==> src/firq15_pkg.sv <==
// shared types and constants for the q15 fir filter
`default_nettype none

package firq15_pkg;

  // sample, coefficient, index, accumulator and action widths
  localparam int SAMPLE_W = 16;
  localparam int INDEX_W  = 4;
  localparam int ACC_W    = 32;
  localparam int ACT_W    = 2;

  // rounding: add half an lsb of the output, then drop the fraction bits
  localparam int FRAC_BITS = 15;
  localparam logic [ACC_W-1:0] ROUND_ADD = ACC_W'(1) << (FRAC_BITS - 1);

  // action codes carried in tuser
  typedef enum logic [ACT_W-1:0] {
    ACT_FILTER = 2'd0,
    ACT_FILL   = 2'd1,
    ACT_LOAD   = 2'd2,
    ACT_NONE   = 2'd3
  } action_t;

  // controller states
  typedef enum logic [1:0] {
    ST_IDLE,
    ST_MUL,
    ST_SUM,
    ST_DONE
  } state_t;

  // controls from the sequencer to the tap cells
  typedef struct packed {
    logic head_load;  // cell 0 takes the new sample
    logic shift;      // history moves one cell down the chain
    logic mul;        // every cell captures its product
    logic fill;       // every cell takes the fill value
  } cell_ctl_t;

endpackage

`default_nettype wire

==> src/firq15_tap_cell.sv <==
// one tap of the filter: a data word, its coefficient, a product and a partial sum
`default_nettype none

module firq15_tap_cell (
  input  wire logic                                   clk,
  input  wire logic                                   rst,
  input  wire logic                                   load,
  input  wire logic                                   fill,
  input  wire logic                                   mul,
  input  wire logic                                   coef_we,
  input  wire logic signed [firq15_pkg::SAMPLE_W-1:0] coef_in,
  input  wire logic signed [firq15_pkg::SAMPLE_W-1:0] data_in,
  input  wire logic signed [firq15_pkg::SAMPLE_W-1:0] fill_value,
  input  wire logic        [firq15_pkg::ACC_W-1:0]    sum_in,
  output logic signed      [firq15_pkg::SAMPLE_W-1:0] data_out,
  output logic             [firq15_pkg::ACC_W-1:0]    sum_out
);

  logic signed [firq15_pkg::SAMPLE_W-1:0] data;
  logic signed [firq15_pkg::SAMPLE_W-1:0] coef;
  logic signed [firq15_pkg::ACC_W-1:0]    prod;

  // tap state: cleared at reset
  always_ff @(posedge clk) begin
    if (rst) begin
      data <= '0;
      coef <= '0;
    end else begin
      if (coef_we) begin
        coef <= coef_in;
      end
      if (fill) begin
        data <= fill_value;
      end else if (load) begin
        data <= data_in;
      end
    end
  end

  // product register, held until the next filter transaction
  always_ff @(posedge clk) begin
    if (mul) begin
      prod <= coef * data;
    end
  end

  // partial sum moves to the neighbor every cycle, wrapping at 32 bits
  always_ff @(posedge clk) begin
    sum_out <= sum_in + prod;
  end

  assign data_out = data;

endmodule

`default_nettype wire

==> config.mk <==
export PLATFORM = sky130hd
export DESIGN_NAME = firq15_tap_cell
export DESIGN_NICKNAME = d
export VERILOG_FILES = /design/src/firq15_pkg.sv /design/src/firq15_tap_cell.sv
export SDC_FILE = /design/constraint.sdc
export NUM_CORES = 1
export LEC_CHECK = 0
export ABC_CLOCK_PERIOD_IN_PS = 14220
export BUFFER_PORTS_ARGS = -buffer_cell sky130_fd_sc_hd__clkbuf_2
export CAP_MARGIN = 25
export CORE_UTILIZATION = 50
export CTS_CLUSTER_DIAMETER = 40
export DETAILED_ROUTE_END_ITERATION = 6
export GPL_ROUTABILITY_DRIVEN = 0
export PLACE_DENSITY = 0.66
export SYNTH_ARGS = -nofsm -noshare
export SYNTH_HDL_FRONTEND = slang
export SYNTH_SLANG_ARGS = --single-unit
==> constraint.sdc <==
create_clock -name clk -period 14.22 [get_ports clk]
set_input_delay 0 -clock clk [delete_from_list [all_inputs] [get_ports clk]]
set_output_delay 0 -clock clk [all_outputs]
set_load 0.1 [all_outputs]
==> flow_metrics.tcl, run 1 <==
set metrics [dict create \
    reg2reg_setup_slack_ps 7220 \
    synthFlopType "dfxtp_1" \
    ant_nets 0 \
    cpMaxStageDelayCell "dfxtp_1" \
    ys_seq_area_frac 0.157 \
    tightest_slew_ps 981 \
    drc_errors 0 \
    clock_skew_ps 19.5 \
    cts-buffers-inserted 9 \
    setup_slack_ps 7220 \
    cts_hold_buf 50 \
    die_x_microns 171 \
    hold_violations 0 \
    final_cell_mix "inv_1, fa_1, nand2_1" \
    finalNonFillerCells 2040 \
    drv_slew 0 \
    place_ws_ps 7290 \
    rsz0062_at_grt "false" \
    dieArea_sq_um 29300 \
    p_leak_nw 8.12 \
    clock_sinks 96 \
    period_share 0.492 \
    pwr-share-seq 0.244 \
    htree_levels 3 \
    max_stage_delay_ps 870 \
    post-cts-setup-buffers 0 \
    end_kind "flip-flop" \
    io_buffers 133 \
    fin_crit_ps 7000 \
    synth_edf_count 32 \
    num_vias 10525 \
    drive_gt1_frac 0.102 \
    synth.avg_cell_area_sq_um 9.48 \
    crit_arrival_ps 7110 \
    synth_area_sq_um 14300 \
    fill_cells 2531 \
    powerDensity_nw_per_um2 109 \
    drt_iter0_drc 577 \
    worstSkewPairLatency_ps 370 \
    async_flop_share 0 \
    area_growth_pct 12.5 \
    power_frac_clock 0.148 \
    placed_cells 1974 \
    wl_per_cell_microns 15.8 \
    wl_microns 32200 \
    start_kind "flip-flop" \
    rows 61 \
    antenna_found_initial 0 \
    syn_nets 1972 \
    max_slew_margin 0.345 \
    crit_top_cell "fa_1" \
    cts_tree "yes" \
    combPwrFrac 0.609 \
    num-nets-final 2119 \
    grt_pass1_vias 11296 \
    final_common_cell "inv_1" \
    grt.total_usage 0.243 \
    clk_path_buf_depth 2 \
    ys_ff_latch 96 \
    vdd_drop_max_mv 0.0541 \
    setup_viol 0 \
    synth.distinct_cells 55 \
    grt_max_degree 33 \
    p_switching_mw 0.890 \
    die_h_microns 171 \
    syn_inst 1510 \
    pin_count 134 \
    timing.fmax_ghz 0.143 \
    max-cap-violations 0 \
    antenna_cells 0 \
    status "finished clean" \
    coreArea_sq_um 28000 \
    timing_worst_setup_path_type "flip-flop to flip-flop" \
    cts.root.buffer_cell "clkbuf_16" \
    start_util 0.511 \
    p_int_mw 0.859 \
    swShare 0.509 \
    grt-ovfl-total 0 \
    clk_pin_slew_ps 90 \
    hpwl_microns 25300 \
    hold_class "input port to flip-flop" \
    via_per_inst 5.16 \
    grt_first_pass_wirelength_microns 55400 \
    cts_resized 0 \
    tns_ps 0 \
    critPathMaxFanout 18 \
    yosysWarnings 0 \
    required_ps 14330 \
    crit_chain "and2_1 > inv_1 > fa_1 > inv_1 > fa_1 > fa_1 > fa_1 > fa_1 > inv_1 > fa_1 > inv_1 > ha_1 > nand4_1 > nor2_1 > nand3_1 > o21ai_0 > o41ai_1 > a31oi_1 > o21a_1 > nor2_1 > xnor2_1" \
    drt_pass1_iterations 6 \
]
[synthesized netlist by cell type (2+ instances only)]
cell type	count	area share
a211oi_2	2	0.0017
nand2_1	138	0.036
a21o_2	2	0.0012
a2111oi_0	2	0.0012
o21bai_1	8	0.0042
a31oi_1	4	0.0017
a211oi_1	7	0.0037
o211ai_1	6	0.0031
o21ai_0	25	0.0087
fa_1	263	0.37
dfxtp_1	64	0.089
nand2b_1	11	0.0048
o21ai_2	2	0.0012
o21a_1	9	0.0047
a21boi_0	2	0.0010
or3_1	3	0.0013
xor2_1	13	0.0080
mux2i_1	33	0.023
and3_1	7	0.0031
a21oi_1	72	0.025
nor2_1	75	0.020
edfxtp_1	32	0.067
a21o_1	20	0.010
a211o_1	2	0.0012
ha_1	113	0.099
nor2b_1	9	0.0039
xnor2_1	53	0.032
clkbuf_1	47	0.012
nand3_1	8	0.0028
or2_2	2	0.00087
o31ai_1	3	0.0016
nor3_1	6	0.0021
and2_1	124	0.054
inv_1	322	0.084
[final timing paths]
path          startpoint    endpoint  cells past startpoint
max          data_out[5]    prod[30]                     21
min            sum_in[5]  sum_out[5]                      3
max reg2reg  data_out[5]    prod[30]                     21
min reg2reg      prod[0]  sum_out[0]                      1
[layer usage]
layer  track usage  part of all wire  vias up
met5             0                 0        -
met4        0.0547             0.015        0
met3        0.0458             0.066       38
met2         0.416              0.48      331
met1         0.319              0.44     5212
li1              -                 -     4944
[worst max-delay path: cells and delay by family, from the launching register on]
kind | cells | cell delay (ps)
DFF | 1 | 870
buffers and inverters | 4 | 230
xor gates and xnor gates | 1 | 110
and+or+nand+nor | 5 | 840
adders and majority gates | 7 | 3750
AOI/OAI and AO/OA | 4 | 930
[cell type report]
cell class	count	area, sq um	area share
Multi-Input combinational cell	1045	10700	0.664
Clock inverter	6	72.6	0.00451
Timing Repair Buffer	183	1170	0.0724
Inverter	322	1210	0.0751
Sequential cell	96	2240	0.139
Tap cell	378	473	0.0294
Clock buffer	10	250	0.0155
[sequential cells by signal (all words and copies together) (netlist names)]
name and cells:
prod 32, sum_out 32, coef 16, data_out 16
[per-stage QoR]
| step | hold WS, ps | total power, mW | util | instance area, sq um |
|---|---|---|---|---|
| after global routing | 38.7 | 1.90 | 0.575 | 16100 |
| after global placement | 221 | 1.47 | 0.545 | 15300 |
| final | 22.3 | 1.75 | 0.575 | 16100 |
| after CTS | 4.27 | 1.76 | 0.575 | 16100 |
| after detailed placement | 236 | 1.48 | 0.545 | 15300 |
| after floorplan | 72.4 | 1.28 | - | 14300 |
[cells by family (layout without fill, tap and decap cells)]
kind of cell	count (synthesis)	after routing	share of synthesized area
XOR/XNOR	66	66	0.0404
AND/OR/NAND/NOR	388	388	0.132
AO/OA/AOI/OAI	182	182	0.0848
multiplexers	33	33	0.0231
adder cells (fa/ha/maj)	376	376	0.467
flip-flops	96	96	0.157
buffers and inverters	369	521	0.0967
[power groups by stage]
stage          Sequential (mW)  Clock [mW]  Combinational [mW]
2_1_floorplan            0.727           0               0.558
3_3_place_gp             0.432           0                1.04
3_5_place_dp             0.433           0                1.05
4_1_cts                  0.427       0.270                1.07
5_1_grt                  0.436       0.279                1.18
6_report                 0.426       0.258                1.06
Power figures use the tool's default switching activity.
==> run 2, diff against run 1 <==
ABC_CLOCK_PERIOD_IN_PS = 5930   (was 14220)
PLACE_DENSITY = 0.69   (was 0.66)
clock period = 5.93 ns   (was 14.22 ns; I/O delays follow)
==> run 2 against run 1 <==
- core utilization is 5.2 points higher
- maximum frequency is 19% higher
- sequential share of layout area is 0.68 points lower
- first-iteration DRC count is 8.8% lower
- design area is 9.0% higher
- wire length is 5.5% higher
- die area stayed put
- clock power grew to 2.5 times the previous value
- global-route usage is 0.46 points higher
- critical path type unchanged
- highest routed layer unchanged
==> flow_metrics.tcl, run 2 (same netlist as run 1, synthesis figures left out) <==
set metrics [dict create \
    max-cap-violations 0 \
    finalCoreUtilization 0.626 \
    timing.rr.end "prod[30]" \
    rsz0062_at_grt "true" \
    grt-ovfl-total 0 \
    wl_microns 34000 \
    reg2reg_from "coef[6]" \
    timing.fmax_ghz 0.170 \
    ant_nets 0 \
    status "finished clean" \
    clock_sinks 96 \
    whs_endpoint "data_out[11]" \
    clk_pin_slew_ps 80 \
    powerDensity_nw_per_um2 255 \
    drc_errors 0 \
    clock_skew_ps 17.1 \
    ff_latch_area_sq_um 2320 \
    place_ws_ps -228 \
    via_per_inst 5.07 \
    rows 61 \
    hold_class "input port to flip-flop" \
    vdd_drop_max_mv 0.137 \
    drv_slew 0 \
    worstSkewPairLatency_ps 370 \
    critPathMaxFanout 6 \
    start_kind "flip-flop" \
    period_share 0.990 \
    num_vias 11002 \
    p_leak_nw 8.85 \
    cts-buffers-inserted 9 \
    drive_gt1_frac 0.212 \
    coreArea_sq_um 28000 \
    grt_pass1_vias 11892 \
    max_slew_margin 0.426 \
    reg2reg_setup_slack_ps 60 \
    area_growth_pct 22.6 \
    pin_count 134 \
    layout_top_registers "prod (32), sum_out (32)" \
    end_kind "flip-flop" \
    wl_per_cell_microns 15.7 \
    multi_input_area_sq_um 11000 \
    htree_levels 3 \
    setup_viol 0 \
    drt_pass1_iterations 5 \
    die_x_microns 171 \
    drt_iter0_drc 526 \
    io_buffers 133 \
    cts.root.buffer_cell "clkbuf_16" \
    antenna_cells 0 \
    cts_tree "yes" \
    ff2ff_path_depth 21 \
    grt_max_degree 33 \
    hold_violations 0 \
    final_cell_mix "inv_1, fa_1, nand2_1" \
    final_common_cell "inv_1" \
    hpwl_microns 27200 \
    finalPower_mw 4.47 \
    dpl_cell_area_sq_um 16200 \
    start_util 0.511 \
    tns_ps 0 \
    fin_crit_ps 5870 \
    crit_arrival_ps 5980 \
    min_path_cells 5 \
    tightest_slew_ps 861 \
    grt.total_usage 0.248 \
    antenna_found_initial 0 \
    timing_worst_setup_path_type "flip-flop to flip-flop" \
    fill_cells 2307 \
    setup_slack_ps 61.9 \
    fin_area_sq_um 17500 \
    required_ps 6040 \
    min_from "data_in[11]" \
    die_h_microns 171 \
    num-nets-final 2249 \
    grt_first_pass_wirelength_microns 57000 \
    clk_path_buf_depth 2 \
    dieArea_sq_um 29300 \
]
[run 2: changes by cell type in the layout (fill, tap and decap cells not counted), moves of 9 or more]
cell and delta:
dfxtp_4 +20, buf_4 +116, ha_1 -9, fa_2 +9, dfxtp_1 -25, fa_1 -9
[run 2: how the worst max path moves through the flow]
stage	start	slack, ps	depth (start not counted)	to
after floorplan	data_out[4]	-8	19	prod[30]
after global placement	coef[8]	-80	22	prod[30]
after detailed placement	data_out[1]	-230	21	prod[30]
after CTS	data_out[1]	10	22	prod[31]
after global routing	coef[6]	-110	21	prod[30]
final	coef[6]	60	21	prod[30]
[run 2: routing by layer]
metal	up-vias	GRT usage	wire, microns
li1	5194	-	-
met1	5405	0.322	15000
met2	338	0.426	16100
met3	65	0.0382	2060
met4	0	0.0734	838
met5	-	0	0
[run 2: area by class of cell]
cell class | count | area share
Timing Repair Buffer | 313 | 0.128
Clock inverter | 7 | 0.00570
Sequential cell | 96 | 0.132
Tap cell | 378 | 0.0270
Clock buffer | 9 | 0.0128
Multi-Input combinational cell | 1045 | 0.625
Inverter | 322 | 0.0692
[run 2: report_power, final]
group          leakage (nW)  internal (mW)  switching (mW)
clock network         0.158          0.342           0.304
registers             0.871          0.902          0.0803
logic                  7.82           1.00            1.84
total                  8.85           2.25            2.22
[run 2: worst max-delay path: stages (launching register included)]
cell	delay, ps
dfxtp_4	370
buf_6	130
buf_4	140
and2_4	150
fa_1	560
fa_1	440
fa_1	560
fa_1	460
fa_1	490
inv_1	50
fa_1	490
inv_2	50
ha_4	210
a21o_1	160
a211oi_2	200
nor2_1	80
o221a_2	260
o41ai_4	310
a31oi_1	140
o21a_1	200
nor2_2	90
xnor2_1	60
[run 2: stage by stage]
step                instances  hold WS (ps)
floorplan                1510          62.7
global placement         2077           220
detailed placement       2077           225
CTS                      2146          8.74
global route             2170          29.8
finish                   2170          10.4
[run 2: timing repair]
item                       CTS  global route
cloned                       0             1
gates resized for setup     25            66
pin swaps                   11            47
hold buffers                48             0
setup buffers                5            23
hold endpoints to repair    37             0
setup endpoints to repair   10            12
