===== src/firq15_pkg.sv =====
// shared types and constants for the q15 fir filter
`default_nettype none

package firq15_pkg;

  // sample, coefficient, index, accumulator and action widths
  localparam int SAMPLE_W = 16;
  localparam int INDEX_W  = 4;
  localparam int ACC_W    = 32;
  localparam int ACT_W    = 2;

  // rounding: add half an lsb of the output, then drop the fraction bits
  localparam int FRAC_BITS = 15;
  localparam logic [ACC_W-1:0] ROUND_ADD = ACC_W'(1) << (FRAC_BITS - 1);

  // action codes carried in tuser
  typedef enum logic [ACT_W-1:0] {
    ACT_FILTER = 2'd0,
    ACT_FILL   = 2'd1,
    ACT_LOAD   = 2'd2,
    ACT_NONE   = 2'd3
  } action_t;

  // controller states
  typedef enum logic [1:0] {
    ST_IDLE,
    ST_MUL,
    ST_SUM,
    ST_DONE
  } state_t;

  // controls from the sequencer to the tap cells
  typedef struct packed {
    logic head_load;  // cell 0 takes the new sample
    logic shift;      // history moves one cell down the chain
    logic mul;        // every cell captures its product
    logic fill;       // every cell takes the fill value
  } cell_ctl_t;

endpackage

`default_nettype wire


===== src/firq15_ctrl.sv =====
// sequencer: accepts transactions, times the sum ripple and loads the output register
`default_nettype none

module firq15_ctrl #(
  parameter int HISTORY_LEN = 15
) (
  input  wire logic                          clk,
  input  wire logic                          rst,
  input  wire logic                          in_valid,
  input  wire logic [firq15_pkg::ACT_W-1:0]  action,
  output logic                               in_ready,
  input  wire logic                          out_ready,
  output logic                               out_valid,
  output logic                               out_load,
  output firq15_pkg::cell_ctl_t              ctl
);

  localparam int CNT_W = $clog2(HISTORY_LEN + 1);

  firq15_pkg::state_t state, state_next;
  logic [CNT_W-1:0]   cnt, cnt_next;
  logic               accept;
  logic               out_free;

  assign accept   = in_valid && in_ready;
  assign out_free = !out_valid || out_ready;

  // next state
  always_comb begin
    state_next = state;
    cnt_next   = cnt;
    case (state)
      firq15_pkg::ST_IDLE: begin
        if (accept && action == firq15_pkg::ACT_FILTER) begin
          state_next = firq15_pkg::ST_MUL;
        end
      end
      firq15_pkg::ST_MUL: begin
        state_next = firq15_pkg::ST_SUM;
        cnt_next   = '0;
      end
      firq15_pkg::ST_SUM: begin
        if (cnt == CNT_W'(HISTORY_LEN)) begin
          state_next = firq15_pkg::ST_DONE;
        end else begin
          cnt_next = cnt + CNT_W'(1);
        end
      end
      firq15_pkg::ST_DONE: begin
        if (out_free) begin
          state_next = firq15_pkg::ST_IDLE;
        end
      end
      default: begin
        state_next = firq15_pkg::ST_IDLE;
      end
    endcase
  end

  // outputs
  always_comb begin
    in_ready      = 1'b0;
    out_load      = 1'b0;
    ctl.head_load = 1'b0;
    ctl.shift     = 1'b0;
    ctl.mul       = 1'b0;
    ctl.fill      = 1'b0;
    case (state)
      firq15_pkg::ST_IDLE: begin
        in_ready      = 1'b1;
        ctl.head_load = in_valid && action == firq15_pkg::ACT_FILTER;
        ctl.fill      = in_valid && action == firq15_pkg::ACT_FILL;
      end
      firq15_pkg::ST_MUL: begin
        ctl.shift = 1'b1;
        ctl.mul   = 1'b1;
      end
      firq15_pkg::ST_SUM: begin
      end
      firq15_pkg::ST_DONE: begin
        out_load = out_free;
      end
      default: begin
      end
    endcase
  end

  // state, counter and output valid
  always_ff @(posedge clk) begin
    if (rst) begin
      state     <= firq15_pkg::ST_IDLE;
      cnt       <= '0;
      out_valid <= 1'b0;
    end else begin
      state <= state_next;
      cnt   <= cnt_next;
      if (out_load) begin
        out_valid <= 1'b1;
      end else if (out_ready) begin
        out_valid <= 1'b0;
      end
    end
  end

  // a filter transaction always starts the multiply step
  a_filter_starts: assert property (@(posedge clk) disable iff (rst)
    (accept && action == firq15_pkg::ACT_FILTER) |=> state == firq15_pkg::ST_MUL)
    else $error("filter transaction did not start the multiply step");

  // the sum ripple ends when the counter reaches HISTORY_LEN
  a_sum_ends: assert property (@(posedge clk) disable iff (rst)
    (state == firq15_pkg::ST_SUM && cnt == CNT_W'(HISTORY_LEN))
      |=> state == firq15_pkg::ST_DONE)
    else $error("sum ripple did not end on time");

  // a finished result waits while the output register is still occupied
  a_done_holds: assert property (@(posedge clk) disable iff (rst)
    (state == firq15_pkg::ST_DONE && out_valid && !out_ready)
      |=> state == firq15_pkg::ST_DONE)
    else $error("result dropped while output occupied");

  // in the sum state the counter never passes HISTORY_LEN
  a_cnt_bound: assert property (@(posedge clk) disable iff (rst)
    state == firq15_pkg::ST_SUM |-> cnt <= CNT_W'(HISTORY_LEN))
    else $error("sum counter out of range");

endmodule

`default_nettype wire


===== config.mk =====
export PLATFORM = sky130hd
export DESIGN_NAME = firq15_ctrl
export DESIGN_NICKNAME = d
export VERILOG_FILES = /design/src/firq15_pkg.sv /design/src/firq15_ctrl.sv
export SDC_FILE = /design/constraint.sdc
export NUM_CORES = 1
export LEC_CHECK = 0
export ABC_AREA = 1
export BUFFER_PORTS_ARGS = -buffer_cell sky130_fd_sc_hd__buf_2
export CORE_AREA = 8 8 45 47
export DETAILED_ROUTE_END_ITERATION = 10
export DIE_AREA = 0 0 53 55
export PLACE_DENSITY = 0.58
export SLEW_MARGIN = 5
export SYNTH_ARGS = -nofsm -noshare
export SYNTH_HDL_FRONTEND = slang
export SYNTH_SLANG_ARGS = --single-unit

===== constraint.sdc =====
create_clock -name clk -period 1.3 [get_ports clk]
set_clock_uncertainty 0.05 [all_clocks]
set_input_delay 0.13 -clock clk [delete_from_list [all_inputs] [get_ports clk]]
set_output_delay 0.13 -clock clk [all_outputs]
set_load 0.01 [all_outputs]

==> flow_summary.json, run 1 <==
{
  "post_drt_wl_per_cell_um": 11.3,
  "rsz0062_at_grt": "true",
  "r2r_cells": 7,
  "drc": 0,
  "clkSinkCount": 7,
  "dp_cells": 91,
  "clock_latency_ns": 0.25,
  "syn_area_per_cell_um2": 6.98,
  "fp.dieH_um": 55,
  "dieArea_mm2": 0.00292,
  "cp_slowest_cell": "dfxtp_2",
  "yosysMostFrequentCell": "nand2_1",
  "routed_wl_um": 1110,
  "synth_top_area_cell": "dfxtp_1",
  "stdcell_area_um2": 644,
  "setup_tns_ns": -0.0395,
  "leakage_nw": 0.308,
  "min_path_type": "in -> reg",
  "synth-seq-cells": 7,
  "synthFlopType": "dfxtp_1",
  "grt_max_degree": 9,
  "numCtsBuffers": 3,
  "path_clk_slew_ns": 0.06,
  "diodes": 0,
  "layout.nets": 95,
  "place.gp.congestion": 0.777,
  "coreArea_mm2": 0.00138,
  "ir_drop_v": 0.000725,
  "synth_top_area_share_pct": 31.4,
  "yosys_warnings": 0,
  "rows": 14,
  "firstDrtPassIters": 4,
  "placed_cell_area_um2": 519,
  "antenna_found_initial": 0,
  "htreeDepth": 1,
  "cp-end-kind": "primary output",
  "instances_no_fill": 99,
  "syn_nets": 75,
  "netlist_area_um2": 447,
  "cts_buffer_depth": 2,
  "hpwl_um": 796,
  "max_slew_margin_pct": 83.3,
  "dr_total_vias": 464,
  "cp.required_ns": 1.12,
  "worst_pin_slew_ns": 0.251,
  "async_flop_share_pct": 0,
  "setup_violations": 1,
  "grt_overflow_total": 0,
  "synthTopCellsByArea": "dfxtp_1, ha_1, nand2_1",
  "period_needed_ns": 1.34,
  "finalMaxSlewViolations": 0,
  "outcome": "finished with violations",
  "synthCells": 64,
  "hold_depth": 2,
  "initial_core_util_pct": 32.3,
  "area_delta_synth_final_pct": 44.3,
  "setup_slack_ns": -0.0395,
  "hold_violations": 0,
  "maxCapViolCount": 0,
  "violations": "setup timing",
  "cts_hold_buf": 0,
  "synthDistinctLibCells": 16,
  "max_clock_freq_mhz": 747,
  "fin_hold_ws_ns": 0.0617,
  "cp.depth": 5,
  "worstSetupStartpointType": "register",
  "die_width_um": 53,
  "worstPathArrival_ns": 1.16,
  "powerDensity_mw_per_mm2": 2150,
  "postRouteAntennaNets": 0,
  "grt_usage_pct": 7.92,
  "critPathTopFamily": "flip-flops",
  "path_cells": "inv_2 -> ha_4 -> nand2_2 -> nor3b_2 -> buf_2",
  "synthTopCellsByCount": "nand2_1, inv_1, a21oi_1, nor2_1, dfxtp_1",
  "io_buffers": 12,
  "path_class": "reg -> out",
  "drive_above_1_share_pct": 42.2,
  "first_global_vias": 427,
  "fin_crit_sh_pct": 103,
  "cpPeakStageDelay_ns": 0.34,
  "ctsRootBufferMaster": "clkbuf_4",
  "ys_seq_area_share_pct": 31.4,
  "path_buf_inv": 2,
  "cts_tree": "yes",
  "fill_cells": 139,
  "grt_pass1_wl_um": 1720,
  "viasPerCell": 4.69,
  "ioPinCount": 13,
  "dr.first_iter.drc_count": 6,
  "synth_edf_count": 0,
  "cp_max_fo": 4
}
## registers in the layout (all words and copies together) (netlist names)
name / flops
state: 2
out_valid: 1
cnt: 4
## kinds of logic after synthesis
family | synth area share, %
adders and majority gates | 14.0
and+or+nand+nor | 33.3
buffers and inverters | 10.1
AOI/OAI and AO/OA | 11.2
DFF | 31.4
## cell usage in the layout (no fill, tap or decap), drive strengths merged
master and instances:
a21oi 8, buf 16, clkbuf 4, dfxtp 7
ha 5, inv 10, nand2 13, nand3 7
nand4 1, nor2 9, nor3b 1, o21ai 2
## cell type report
type,instances,area [um^2],share of cell area (%)
Inverter,10,37.5,5.83
Sequential cell,7,144,22.3
Clock buffer,4,26.3,4.08
Timing Repair Buffer,16,96.3,15.0
Multi-Input combinational cell,46,320,49.7
Tap cell,16,20.0,3.11
## per-stage QoR
stage | utilization, % | power (mW) | setup WS (ns)
2_1_floorplan | - | 0.731 | 0.106
3_3_place_gp | 37.5 | 0.860 | 0.0821
3_5_place_dp | 37.5 | 0.859 | 0.0650
4_1_cts | 43.6 | 1.23 | -0.0174
5_1_grt | 46.6 | 1.50 | -0.0941
6_report | 46.6 | 1.39 | -0.0395
## path summary, 6_finish.rpt
check                                            from                endpoint  slack (ns)
worst max-delay path            state[0]$_SDFFE_PP0P_                  ctl[0]       -0.04
worst min-delay path                              rst  out_valid$_SDFFE_PP0P_        0.06
worst max register to register  state[0]$_SDFFE_PP0P_     cnt[2]$_SDFFE_PP0P_        0.03
worst min register to register    cnt[0]$_SDFFE_PP0P_     cnt[0]$_SDFFE_PP0P_        0.40
## where the power goes
group / switching [mW] / internal (mW) / leakage [nW]
clock network: 0.0863 / 0.118 / 0.0150
logic: 0.453 / 0.413 / 0.235
registers: 0.0477 / 0.270 / 0.0581
## layer usage
layer	global-route usage, %	part of all wire (%)
met3	1.60	4.7
met5	0	0
met1	8.51	42
met2	13.9	52
met4	5.17	0.99
## what timing repair did
action | CTS | global route
gates resized for setup | 10 | 8
setup buffers | 4 | 0
setup endpoints to repair | 3 | 12
pin swaps | 2 | 3
(Power assumes the default switching activity.)
==> run 2: changes to the inputs <==
Settings changed: PLACE_DENSITY 0.58 to 0.6.
Clock period 1.3 ns to 1.15 ns, I/O delays scaled along.
==> flow_summary.json, run 2 (same netlist as run 1, synthesis figures left out) <==
{
  "path_clk_slew_ns": 0.05,
  "htreeDepth": 1,
  "grt_max_degree": 9,
  "cp_slowest_cell": "dfxtp_2",
  "grt_pass1_wl_um": 1810,
  "stdcell_area_um2": 656,
  "diodes": 0,
  "instances_no_fill": 102,
  "ioPinCount": 13,
  "worstSetupStartpointType": "register",
  "grt_overflow_total": 0,
  "cp.required_ns": 0.99,
  "dp_slack_ns": -0.0674,
  "powerDensity_mw_per_mm2": 2320,
  "worstPathArrival_ns": 1.14,
  "largest_reg_flops": 4,
  "dr_total_vias": 460,
  "numCtsBuffers": 3,
  "path_cells": "inv_2 -> ha_4 -> nand2_2 -> nor3b_2 -> buf_2",
  "post_drt_wl_per_cell_um": 10.3,
  "leakage_nw": 0.322,
  "outcome": "finished with violations",
  "maxCapViolCount": 0,
  "setup_slack_ns": -0.151,
  "antenna_found_initial": 0,
  "fp.dieH_um": 55,
  "fin_crit_sh_pct": 113,
  "top_register": "cnt",
  "cts_buffer_depth": 2,
  "crit_start": "state[1]$_SDFFE_PP0P_",
  "ctsRootBufferMaster": "clkbuf_4",
  "max_clock_freq_mhz": 769,
  "clock_latency_ns": 0.25,
  "ir_drop_v": 0.00108,
  "dp_cells": 95,
  "die_width_um": 53,
  "rows": 14,
  "cpPeakStageDelay_ns": 0.33,
  "hold_violations": 0,
  "postRouteAntennaNets": 0,
  "cp-end-kind": "primary output",
  "cts_tree": "yes",
  "r2r_slack_ns": -0.04,
  "io_buffers": 12,
  "drive_above_1_share_pct": 47.7,
  "clkSinkCount": 7,
  "grt_usage_pct": 8.16,
  "violations": "setup timing",
  "drc": 0,
  "dr.first_iter.drc_count": 6,
  "place.gp.congestion": 0.784,
  "rsz0062_at_grt": "true",
  "reg_top3": "cnt: 4 flops, state: 2 flops, out_valid: 1 flops",
  "layout_commonest_cell": "buf_2",
  "coreArea_mm2": 0.00138,
  "setup_violations": 10,
  "fill_cells": 139,
  "layout.nets": 98,
  "worst_pin_slew_ns": 0.177,
  "period_needed_ns": 1.30,
  "viasPerCell": 4.51,
  "rr_startpoint": "state[1]$_SDFFE_PP0P_",
  "min_path_type": "in -> reg",
  "first_global_vias": 440,
  "routed_wl_um": 1050,
  "cts_hold_buf": 0,
  "area_delta_synth_final_pct": 46.8,
  "firstDrtPassIters": 3,
  "hpwl_um": 802,
  "mostFrequentLayoutCells": "buf_2, nand2_1, nor2_1",
  "cp_max_fo": 4,
  "setup_tns_ns": -0.847,
  "max_slew_margin_pct": 88.1,
  "dieArea_mm2": 0.00292,
  "r2r_cells": 6,
  "placed_cell_area_um2": 552,
  "r2r-end": "cnt[3]$_SDFFE_PP0P_",
  "initial_core_util_pct": 32.3,
  "cp-endpoint": "ctl[0]",
  "path_class": "reg -> out",
  "finalMaxSlewViolations": 0
}
-- run 2: cell count changes in the layout (fill, tap and decap cells not counted), moves of 2 or more --
| cell | change |
|---|---|
| a21oi_1 | -2 |
| buf_4 | +3 |
| inv_1 | -2 |
| dfxtp_2 | -2 |
| a21oi_2 | +2 |
-- run 2: layout make-up --
cell class	count	area [um^2]	area share, %
Timing Repair Buffer	19	119	18.1
Inverter	10	40.0	6.11
Clock buffer	4	26.3	4.01
Sequential cell	7	145	22.1
Multi-Input combinational cell	46	305	46.6
Tap cell	16	20.0	3.05
-- run 2: worst min-delay path by stage --
| stage | startpoint | to | slack [ns] | cells past startpoint |
|---|---|---|---|---|
| final | rst | out_valid$_SDFFE_PP0P_ | 0.05 | 2 |
| after global routing | rst | cnt[3]$_SDFFE_PP0P_ | 0.05 | 2 |
| after CTS | rst | out_valid$_SDFFE_PP0P_ | 0.04 | 2 |
| after detailed placement | rst | out_valid$_SDFFE_PP0P_ | 0.31 | 2 |
| after global placement | rst | out_valid$_SDFFE_PP0P_ | 0.30 | 2 |
| after floorplan | rst | cnt[1]$_SDFFE_PP0P_ | 0.13 | 1 |
-- run 2: repair_timing --
action | CTS | global route
buffers inserted | 1 | 2
pin swaps | 2 | 2
gates resized for setup | 8 | 11
setup endpoints to repair | 12 | 12
-- run 2: power breakdown --
group,switching [mW],internal (mW),leakage [nW],total [mW]
logic,0.486,0.448,0.249,0.934
clock network,0.0890,0.132,0.0150,0.221
registers,0.0564,0.309,0.0580,0.366
total,0.631,0.890,0.322,1.52
-- run 2: per-stage QoR --
step           hold slack [ns]  util [%]  total power, mW
2_1_floorplan            0.134         -            0.835
3_3_place_gp             0.305      39.9             1.02
3_5_place_dp             0.309      39.9             1.02
4_1_cts                 0.0366      43.8             1.35
5_1_grt                 0.0450      47.4             1.68
6_report                0.0479      47.4             1.52
-- run 2: critical path: cells and delay by family (launching register included) --
family        cells  cell delay [ns]
flops             1             0.33
buf+inv           2             0.23
fa+ha+maj         1             0.15
simple gates      2             0.19
-- run 2: routing by layer --
layer / GRT usage [%] / wire length, um / vias to the layer above
met5: 0 / 0 / -
met3: 3.21 / 53 / 2
li1: - / - / 250
met2: 14.8 / 541 / 10
met4: 2.59 / 20 / 0
met1: 8.40 / 439 / 198
==> run 3: changes to the inputs <==
Settings changed: GPL_TIMING_DRIVEN set to 0, MAX_ROUTING_LAYER set to met4.
==> flow_summary.json, run 3 (same netlist as run 1, synthesis figures left out) <==
{
  "outcome": "finished with violations",
  "violations": "setup timing",
  "postRouteAntennaNets": 0,
  "place.gp.congestion": 0.795,
  "finalMaxSlewViolations": 0,
  "hpwl_um": 751,
  "min_path_type": "in -> reg",
  "cts_buffer_depth": 2,
  "worstPathArrival_ns": 1.16,
  "io_buffers": 12,
  "clock_latency_ns": 0.26,
  "mostFrequentLayoutCells": "buf_2, nand2_1, a21oi_1, nor2_1, inv_1",
  "dp_slack_ns": -0.0979,
  "setup_tns_ns": -0.999,
  "fp.dieH_um": 55,
  "dr.first_iter.drc_count": 8,
  "top_register": "cnt",
  "routed_wl_um": 1060,
  "first_global_vias": 450,
  "period_needed_ns": 1.32,
  "numCtsBuffers": 3,
  "stdcell_area_um2": 629,
  "power_frac_comb_pct": 58.4,
  "post_drt_wl_per_cell_um": 10.6,
  "dr_total_vias": 467,
  "diodes": 0,
  "grt_max_degree": 9,
  "fill_cells": 141,
  "rsz0062_at_grt": "true",
  "grt_overflow_total": 0,
  "cp_max_fo": 3,
  "path_class": "reg -> out",
  "hold_violations": 0,
  "max_clock_freq_mhz": 755,
  "p_int_mw": 0.850,
  "switchingPower_mw": 0.604,
  "reg_top3": "cnt: 4 flops, state: 2 flops, out_valid: 1 flops",
  "fin_crit_sh_pct": 115,
  "die_width_um": 53,
  "drive_above_1_share_pct": 42.9,
  "regArea_um2": 149,
  "dieArea_mm2": 0.00292,
  "drc": 0,
  "layout.nets": 96,
  "area_delta_synth_final_pct": 40.9,
  "setup_slack_ns": -0.174,
  "cp.required_ns": 0.99,
  "maxCapViolCount": 0,
  "rows": 14,
  "path_clk_slew_ns": 0.05,
  "r2r_slack_ns": -0.07,
  "worstSetupStartpointType": "register",
  "ir_drop_v": 0.00101,
  "cp-end-kind": "primary output",
  "swShare_pct": 41.5,
  "coreArea_mm2": 0.00138,
  "firstDrtPassIters": 4,
  "seqPwrFrac_pct": 26.1,
  "viasPerCell": 4.67,
  "powerDensity_mw_per_mm2": 2310,
  "leakage_nw": 0.315,
  "largest_reg_flops": 4,
  "cts_hold_buf": 0,
  "cts_tree": "yes",
  "clkSinkCount": 7,
  "worst_pin_slew_ns": 0.168,
  "antenna_found_initial": 0,
  "placed_cell_area_um2": 529,
  "htreeDepth": 1,
  "multiInputGateArea_um2": 290,
  "grt_pass1_wl_um": 1750,
  "layout_commonest_cell": "buf_2",
  "grt_usage_pct": 8.52,
  "ioPinCount": 13,
  "p_clk_share_pct": 15.5,
  "max_slew_margin_pct": 88.7,
  "setup_violations": 12,
  "initial_core_util_pct": 32.3,
  "ctsRootBufferMaster": "clkbuf_4"
}
## run 3: area by class of cell
type,instances,area share (%)
plain buffers,1,1.19
multi-input cells,46,46.1
repair buffers,16,15.3
well taps,16,3.18
clock buffers,4,4.17
inverters,10,6.36
flip-flops and latches,7,23.7
## run 3: metal layers
metal	global-route usage, %	wire, um	up-vias
met2	15.0	547	10
met4	5.17	28	0
li1	-	-	244
met3	4.01	72	4
met5	-	0	-
met1	7.18	411	209
## run 3: path summary, 6_finish.rpt
path | endpoint | cells past startpoint | from
worst min register to register | cnt[0]$_SDFFE_PP0P_ | 1 | cnt[0]$_SDFFE_PP0P_
worst max-delay path | out_load | 5 | state[1]$_SDFFE_PP0P_
worst max register to register | state[0]$_SDFFE_PP0P_ | 7 | state[1]$_SDFFE_PP0P_
worst min-delay path | cnt[2]$_SDFFE_PP0P_ | 2 | rst
## run 3: power groups by stage
stage | Combinational (mW) | Clock (mW) | Sequential (mW)
finish | 0.849 | 0.225 | 0.379
global route | 0.952 | 0.252 | 0.388
CTS | 0.802 | 0.233 | 0.359
detailed placement | 0.650 | 0 | 0.353
global placement | 0.642 | 0 | 0.350
floorplan | 0.493 | 0 | 0.342
## run 3: repair_timing
item                                   4_1_cts  5_1_grt
setup buffers                                2        2
setup endpoints to repair                   12       12
endpoints found under the hold margin        0        0
pin swaps                                    2        2
resized for setup                           11        5
## run 3: through the flow
stage	hold WS (ns)	cells	util [%]	power (mW)
after detailed placement	0.315	92	38.2	1.00
after floorplan	0.134	64	-	0.835
after CTS	0.0400	98	43.4	1.39
after global routing	0.0487	100	45.5	1.59
final	0.0468	100	45.5	1.45
after global placement	0.304	92	38.2	0.992
## run 3: critical path, cell delays in order (launching register included)
cell,delay [ns]
dfxtp_2,0.35
buf_4,0.11
ha_1,0.15
inv_1,0.06
a21oi_1,0.10
buf_2,0.14
